**src/rtl/core/fibonacci_range_sum_mod_top_defines.svh**
```systemverilog
// ----------------------------------------------------------------------------
// fibonacci_range_sum_mod_top_defines.svh
// Assertion macros shared by the Fibonacci range sum RTL.
// ----------------------------------------------------------------------------
`ifndef FIBONACCI_RANGE_SUM_MOD_TOP_DEFINES_SVH
`define FIBONACCI_RANGE_SUM_MOD_TOP_DEFINES_SVH

`ifndef SYNTHESIS

// Property must hold at every edge outside reset.
`define FRS_ASSERT(lbl, clk, rst, prop) \
   lbl: assert property (@(posedge clk) disable iff (rst) (prop)) \
      else $error("assertion failed");

// Consequent must hold in the cycle after the antecedent.
`define FRS_ASSERT_NEXT(lbl, clk, rst, ante, cons) \
   lbl: assert property (@(posedge clk) disable iff (rst) (ante) |=> (cons)) \
      else $error("assertion failed");

`else

`define FRS_ASSERT(lbl, clk, rst, prop)
`define FRS_ASSERT_NEXT(lbl, clk, rst, ante, cons)

`endif

`endif

```
**src/rtl/core/fibrs_pkg.sv**
```systemverilog
// ----------------------------------------------------------------------------
// fibrs_pkg
// Types, constants and modular helpers for the Fibonacci range sum block.
// ----------------------------------------------------------------------------
`timescale 1ns / 1ps

package fibrs_pkg;

   localparam int unsigned RES_W      = 30;
   localparam int unsigned IDX_W      = 62;
   localparam int unsigned KEY_W      = IDX_W + 1;
   localparam int unsigned STEP_CNT_W = $clog2(KEY_W);

   typedef logic [RES_W-1:0] res_type;

   localparam res_type FIB_MOD = 30'd1000000007;
   // floor(2^60 / p), Barrett reciprocal
   localparam logic [RES_W:0] BARRETT_MU = 31'((64'd1 << (2 * RES_W)) / 64'd1000000007);

   typedef enum logic [2:0] {
      ST_IDLE,
      ST_ISSUE,
      ST_WAIT,
      ST_UPDATE,
      ST_FINAL
   } state_type;

   // product tags: lane 0 evaluates F(last+2), lane 1 F(first+1)
   typedef enum logic [2:0] {
      TAG_E_HI,
      TAG_F0SQ_HI,
      TAG_F1SQ_HI,
      TAG_E_LO,
      TAG_F0SQ_LO,
      TAG_F1SQ_LO
   } mm_tag_type;

   typedef struct packed {
      logic       valid;
      mm_tag_type tag;
   } mm_ctl_type;

   function automatic res_type add_mod(input res_type a, input res_type b);
      logic [RES_W:0] s;
      s = {1'b0, a} + {1'b0, b};
      if (s >= {1'b0, FIB_MOD}) begin
         s = s - {1'b0, FIB_MOD};
      end
      return s[RES_W-1:0];
   endfunction

   function automatic res_type sub_mod(input res_type a, input res_type b);
      logic [RES_W:0] d;
      if (a >= b) begin
         d = {1'b0, a} - {1'b0, b};
      end else begin
         d = {1'b0, a} + {1'b0, FIB_MOD} - {1'b0, b};
      end
      return d[RES_W-1:0];
   endfunction

endpackage

```
**src/rtl/core/fibrs_modmul.sv**
```systemverilog
// ----------------------------------------------------------------------------
// fibrs_modmul
// Five-stage pipelined modular multiplier, a*b mod p, Barrett reduction.
// ----------------------------------------------------------------------------
`timescale 1ns / 1ps
`include "fibonacci_range_sum_mod_top_defines.svh"

module fibrs_modmul (
   input  logic                  clock,
   input  logic                  reset,
   input  fibrs_pkg::mm_ctl_type op_ctl,
   input  fibrs_pkg::res_type    op_a,
   input  fibrs_pkg::res_type    op_b,
   output fibrs_pkg::mm_ctl_type res_ctl,
   output fibrs_pkg::res_type    res_data
);
   import fibrs_pkg::*;

   localparam int unsigned PROD_W = 2 * RES_W;
   localparam int unsigned Q_W    = RES_W + 1;
   localparam int unsigned Q2_W   = 2 * Q_W;
   localparam int unsigned LOW_W  = RES_W + 2;

   mm_ctl_type          ctl1_ff, ctl2_ff, ctl3_ff, ctl4_ff, ctl5_ff;
   mm_ctl_type          ctl1_in, ctl2_in, ctl3_in, ctl4_in, ctl5_in;
   logic [PROD_W-1:0]   prod_ff, prod_in;
   logic [Q2_W-1:0]     q2_ff, q2_in;
   logic [LOW_W-1:0]    x2_ff, x2_in, x3_ff, x3_in;
   logic [LOW_W-1:0]    t_ff, t_in;
   logic [LOW_W-1:0]    r_ff, r_in;
   res_type             out_ff, out_in;
   logic [PROD_W:0]     t_full;
   logic [LOW_W-1:0]    two_p;
   logic [LOW_W-1:0]    one_p;

   assign two_p = {1'b0, FIB_MOD, 1'b0};
   assign one_p = {2'b00, FIB_MOD};

   assign t_full = (PROD_W + 1)'(q2_ff[Q2_W-1:Q_W]) * (PROD_W + 1)'(FIB_MOD);

   always_comb begin
      ctl1_in = op_ctl;
      ctl2_in = ctl1_ff;
      ctl3_in = ctl2_ff;
      ctl4_in = ctl3_ff;
      ctl5_in = ctl4_ff;
      prod_in = PROD_W'(op_a) * PROD_W'(op_b);
      // q1 = x >> 29, q2 = q1 * mu
      q2_in   = Q2_W'(prod_ff[PROD_W-1:RES_W-1]) * Q2_W'(BARRETT_MU);
      x2_in   = prod_ff[LOW_W-1:0];
      x3_in   = x2_ff;
      t_in    = t_full[LOW_W-1:0];
      // remainder below 3p, fits the low word
      r_in    = x3_ff - t_ff;
      if (r_ff >= two_p) begin
         out_in = RES_W'(r_ff - two_p);
      end else if (r_ff >= one_p) begin
         out_in = RES_W'(r_ff - one_p);
      end else begin
         out_in = r_ff[RES_W-1:0];
      end
   end

   always_ff @(posedge clock) begin
      if (reset) begin
         ctl1_ff <= '0;
         ctl2_ff <= '0;
         ctl3_ff <= '0;
         ctl4_ff <= '0;
         ctl5_ff <= '0;
      end else begin
         ctl1_ff <= ctl1_in;
         ctl2_ff <= ctl2_in;
         ctl3_ff <= ctl3_in;
         ctl4_ff <= ctl4_in;
         ctl5_ff <= ctl5_in;
      end
   end

   always_ff @(posedge clock) begin
      prod_ff <= prod_in;
      q2_ff   <= q2_in;
      x2_ff   <= x2_in;
      x3_ff   <= x3_in;
      t_ff    <= t_in;
      r_ff    <= r_in;
      out_ff  <= out_in;
   end

   assign res_ctl  = ctl5_ff;
   assign res_data = out_ff;

   `FRS_ASSERT(a_mm_operands, clock, reset, !op_ctl.valid || (op_a < FIB_MOD && op_b < FIB_MOD))
   `FRS_ASSERT(a_mm_rem_bound, clock, reset, !ctl4_ff.valid || r_ff < (two_p + one_p))
   `FRS_ASSERT(a_mm_result, clock, reset, !res_ctl.valid || res_data < FIB_MOD)

endmodule

```
**config.mk**
```make
export PLATFORM = sky130hd
export DESIGN_NAME = fibrs_modmul
export DESIGN_NICKNAME = d
export VERILOG_FILES = /design/src/rtl/core/fibrs_pkg.sv /design/src/rtl/core/fibrs_modmul.sv
export VERILOG_INCLUDE_DIRS = /design/src /design/src/rtl/core
export SDC_FILE = /design/constraint.sdc
export NUM_CORES = 2
export LEC_CHECK = 0
export BUFFER_PORTS_ARGS = -buffer_cell sky130_fd_sc_hd__buf_2
export CAP_MARGIN = 25
export CORE_ASPECT_RATIO = 2
export CORE_MARGIN = 2
export CORE_UTILIZATION = 35
export DETAILED_ROUTE_END_ITERATION = 10
export GPL_ROUTABILITY_DRIVEN = 0
export SYNTH_ARGS = -nofsm -noshare
export SYNTH_HDL_FRONTEND = slang
export SYNTH_SLANG_ARGS = --single-unit
export TNS_END_PERCENT = 10
```
**constraint.sdc**
```tcl
create_clock -name clock -period 18.4 [get_ports clock]
set_input_delay 3.68 -clock clock [delete_from_list [all_inputs] [get_ports clock]]
set_output_delay 3.68 -clock clock [all_outputs]
set_load 0.02 [all_outputs]
```
Word-level counts from Yosys, hierarchy flattened
Cells that the tools add are included.
{"block": "op_classes", "shifts": 0, "n_addsub": 3, "n_lt_le_gt_ge": 2, "n_div": 0, "n_mul": 3, "n_reduce_logical": 0, "muxes": 2, "n_bitwise": 0, "n_eq_ne": 0}
{"operator": "30-bit by 30-bit multiplier with 60-bit output", "count": 1}
{"operator": "30-bit 2-to-1 mux", "count": 2}
{"operator": "30-bit subtractor (second input constant)", "count": 2}
{"operator": "31-bit by 28-bit multiplier with 59-bit output (second input constant)", "count": 1}
{"operator": "32-bit by 30-bit >= comparator with 1-bit output (second input constant)", "count": 1}
{"operator": "32-bit by 31-bit >= comparator with 1-bit output (second input constant)", "count": 1}
{"operator": "31-bit by 30-bit multiplier with 32-bit output (second input constant)", "count": 1}
{"operator": "32-bit subtractor", "count": 1}
{"block": "totals", "latch_bits": 0, "mem_bits_rw": 0, "ff_bits": 297, "memories": 0, "in_bits": 66, "wordCells": 27, "rom_bits": 0}

Depth between registers and ports, before layout
{"block": "logic_depth", "depth_word": 3, "mapped_depth": 28, "depth_no_buf": 26}

Worst setup path after synthesis
OpenSTA, ideal clock, no wires.
{"block": "synth_path", "kind": "input -> register", "from": "in op_a[21]", "to": "reg prod_ff[57]", "path_slack_ps": 7859, "path_buffers": 1, "arrival_time_ps": 10468, "cell_stages": 24, "cell_sequence": "clkbuf_1 -> nand2_1 -> fa_1 -> fa_1 -> fa_1 -> fa_1 -> inv_1 -> fa_1 -> fa_1 -> fa_1 -> inv_1 -> fa_1 -> inv_1 -> ha_1 -> or2_2 -> a21oi_1 -> nand3b_1 -> a31oi_1 -> a211oi_1 -> a21oi_1 -> a2111oi_1 -> o41ai_1 -> a21oi_1 -> xnor2_1"}
{"block": "synth_via", "elab_chain_cells": 1}
{"element": "start, declared", "line": "fibrs_modmul.sv:12", "source": "input fibrs_pkg::res_type op_a,"}
{"element": "30-bit by 30-bit multiplier with 60-bit output", "line": "fibrs_modmul.sv:47", "source": "prod_in = PROD_W'(op_a) * PROD_W'(op_b);"}
{"element": "via prod_in[57]", "line": "fibrs_modmul.sv:26", "source": "logic [PROD_W-1:0] prod_ff, prod_in;"}
{"element": "end signal, assigned", "line": "fibrs_modmul.sv:81", "source": "prod_ff <= prod_in;"}
{"element": "end, declared", "line": "fibrs_modmul.sv:26"}
The timed path passes the listed nets, and every way through them passes these cells.
A chain may end at the register's enable or synchronous reset.

Worst setup path after layout
{"block": "layout_path", "from": "in op_a[15]", "to": "reg prod_ff[57]"}
The elaborated chain is that of the path after synthesis.

==> impl_metrics.py <==
metrics = {
    "timing": {
        "tns_ns": 0,
        "fin_ws_ns": 7.08,
        "setup_violations": 0,
        "max-slew-margin-rel": 0.322,
        "tightest_slew_ns": 1.02,
        "fin_crit_sh": 0.615,
        "rsz0062_at_grt": "false",
        "finalCriticalPeriod_ns": 11.32,
        "fmax_ghz": 0.0883,
        "skew_ns": 0.0489,
        "slew_viol_final": 0,
        "hold_viol": 0,
    },
    "grt": {
        "antenna_found_initial": 9,
        "grt_max_degree": 31,
        "grt_pass1_vias": 45461,
        "grt_pass1_wl_um": 257000,
        "grtUsageTotal": 0.202,
        "grt-ovfl-total": 0,
    },
    "synth": {
        "synth_warnings": 0,
        "ys_seq_area_frac": 0.0933,
        "netlist_instances": 5962,
        "synth_top_area_frac": 0.424,
        "synth_edf_count": 0,
        "synth.distinct_cells": 76,
        "synth-async-reset-ratio": 0,
        "syn_nets": 8048,
        "synth_top_cell_by_area": "fa_1",
        "synth-main-ff-cell": "dfxtp_1",
        "synth_area_mm2": 0.0577,
        "ys_seq_elements": 269,
        "synth_area_leaders": "fa_1, ha_1, inv_1",
        "syn_area_per_cell_um2": 9.68,
    },
    "floorplanning": {
        "die_y_um": 578,
        "num_rows": 210,
        "initial_core_util": 0.353,
        "dieArea_mm2": 0.168,
        "io_pins": 100,
        "die_w_um": 291,
        "core_mm2": 0.164,
    },
    "detailed_routing": {
        "first_pass_iters": 5,
        "drtIter0Drc": 1722,
        "antenna_left": 0,
        "routed-via-count": 39832,
        "drc_errors": 0,
        "viasPerCell": 4.95,
        "wl_per_cell_um": 20.6,
        "routed_wirelength_um": 166000,
    },
    "clock_network": {
        "cts_resized": 0,
        "clockRootBuffer": "clkbuf_16",
        "clk_latency_ns": 0.61,
        "postCtsSetupRepairBufs": 0,
        "hold_buffers": 0,
        "ctsHtreeMaxLevel": 1,
        "cts_max_path_buffers": 3,
        "cts.sinks": 269,
        "path_clk_slew_ns": 0.07,
        "cts_tree": "built",
        "cts_buffers": 26,
    },
    "cells_and_area": {
        "nets": 7994,
        "n_fill_cell": 16342,
        "mostFrequentLayoutCell": "inv_1",
        "regArea_mm2": 0.00539,
        "drive_above_1_share": 0.0344,
        "multi_input_area_mm2": 0.0460,
        "layout_common_cells": "inv_1, fa_1, ha_1, and2_1, nand2_1",
        "syn_to_final_growth_pct": 6.18,
    },
    "worst_setup_path": {
        "cp_max_fo": 30,
        "startpoint_type": "input pin",
        "crit_family": "adder cells",
        "cp.required_ns": 18.93,
        "timing.rr.start": "prod_ff[44]$_DFF_P_",
        "crit_buf_inv": 5,
        "worst_setup_path_end_kind": "register",
        "worstSetupStartpoint": "op_a[15]",
        "cpMostUsedCell": "fa_1",
        "crit_path_top_delay_cell": "buf_2",
        "worstSetupPathType": "in2reg",
        "max_stage_delay_ns": 0.62,
        "arrival_ns": 11.85,
    },
    "min_path": {
        "hp-start": "x2_ff[5]$_DFF_P_",
        "hold_path_class": "reg2reg",
    },
    "place": {
        "dp_hpwl_um": 139000,
        "port-buffer-count": 99,
        "dp_slack_ns": 6.46,
    },
    "status": {
        "outcome": "completed",
    },
    "run": {
        "maxCapViolations": 0,
    },
}
worst register-to-register path, stage by stage, from the launching register on:
cell	delay, ns
dfxtp_1	0.99
fa_1	0.60
fa_1	0.40
fa_1	0.50
fa_1	0.50
fa_1	0.54
inv_1	0.06
fa_1	0.53
inv_1	0.05
fa_1	0.45
ha_1	0.35
a211oi_1	0.23
o21ai_0	0.16
o311ai_0	0.41
a21oi_1	0.12
o22ai_1	0.16
buf_4	0.20
o22ai_1	0.18
a41oi_1	0.43
o21ai_0	0.24
a31oi_1	0.26
xnor2_1	0.14
synth_stat cells, types with 33 or more instances:
| cell | n |
|---|---|
| nand2_1 | 455 |
| dfxtp_1 | 269 |
| xnor2_1 | 134 |
| a21oi_1 | 143 |
| ha_1 | 796 |
| fa_1 | 1224 |
| inv_1 | 1487 |
| xor2_1 | 58 |
| nor2_1 | 102 |
| nor3_1 | 33 |
| nand3_1 | 38 |
| a21o_1 | 67 |
| and2_1 | 540 |
| o21ai_0 | 91 |
| clkbuf_1 | 208 |
| nor2b_1 | 39 |
cell type report:
class	instances	area share
Clock inverter	19	0.00496
Sequential cell	269	0.0878
Antenna cell	5	0.000204
Clock buffer	28	0.0109
Timing Repair Buffer	133	0.0122
Tap cell	2120	0.0433
Inverter	1487	0.0910
Multi-Input combinational cell	3991	0.750
stage by stage:
step	cell area, um2	utilization	cells	hold slack (ns)
after floorplan	57700	-	5962	0.310
after global placement	60300	0.369	8000	0.312
after detailed placement	60300	0.369	8000	0.312
after CTS	61300	0.374	8047	0.326
after global routing	61300	0.374	8049	0.331
final	61300	0.375	8052	0.326
cells by family after synthesis:
logic type	count (synthesis)	share of synthesized area
XOR/XNOR	192	0.0291
multiplexers	2	0.000347
adder cells (fa/ha/maj)	2020	0.597
buffers and inverters	1702	0.111
AND/OR/NAND/NOR	1301	0.116
AO/OA/AOI/OAI	476	0.0534
flip-flops	269	0.0933
registers in the layout, indices dropped and copies added (netlist names):
| name | flops |
|---|---|
| ctl3_ff | 4 |
| res_data | 30 |
| ctl1_ff | 4 |
| r_ff | 32 |
| x2_ff | 32 |
| ctl4_ff | 4 |
| x3_ff | 32 |
| res_ctl | 4 |
| t_ff | 32 |
| ctl2_ff | 4 |
| prod_ff | 60 |
| q2_ff | 31 |
final timing paths:
| kind | to | slack, ns | cells past startpoint |
|---|---|---|---|
| hold reg to reg | x3_ff[5]$_DFF_P_ | 0.33 | 0 |
| hold / removal | x3_ff[5]$_DFF_P_ | 0.33 | 0 |
| setup reg to reg | q2_ff[61]$_DFF_P_ | 10.84 | 21 |
| setup / recovery | prod_ff[57]$_DFF_P_ | 7.08 | 25 |
routing by layer:
metal / vias up / global-route usage / wire [um]
met5: - / 0 / 12
met4: 2 / 0.178 / 17700
met3: 570 / 0.0163 / 5350
met2: 1160 / 0.394 / 90900
met1: 20305 / 0.185 / 52100
li1: 17795 / - / -
Power is left out: the tool's default activity adds up to more than one toggle a clock period on the data nets, which glitch-free logic cannot reach.
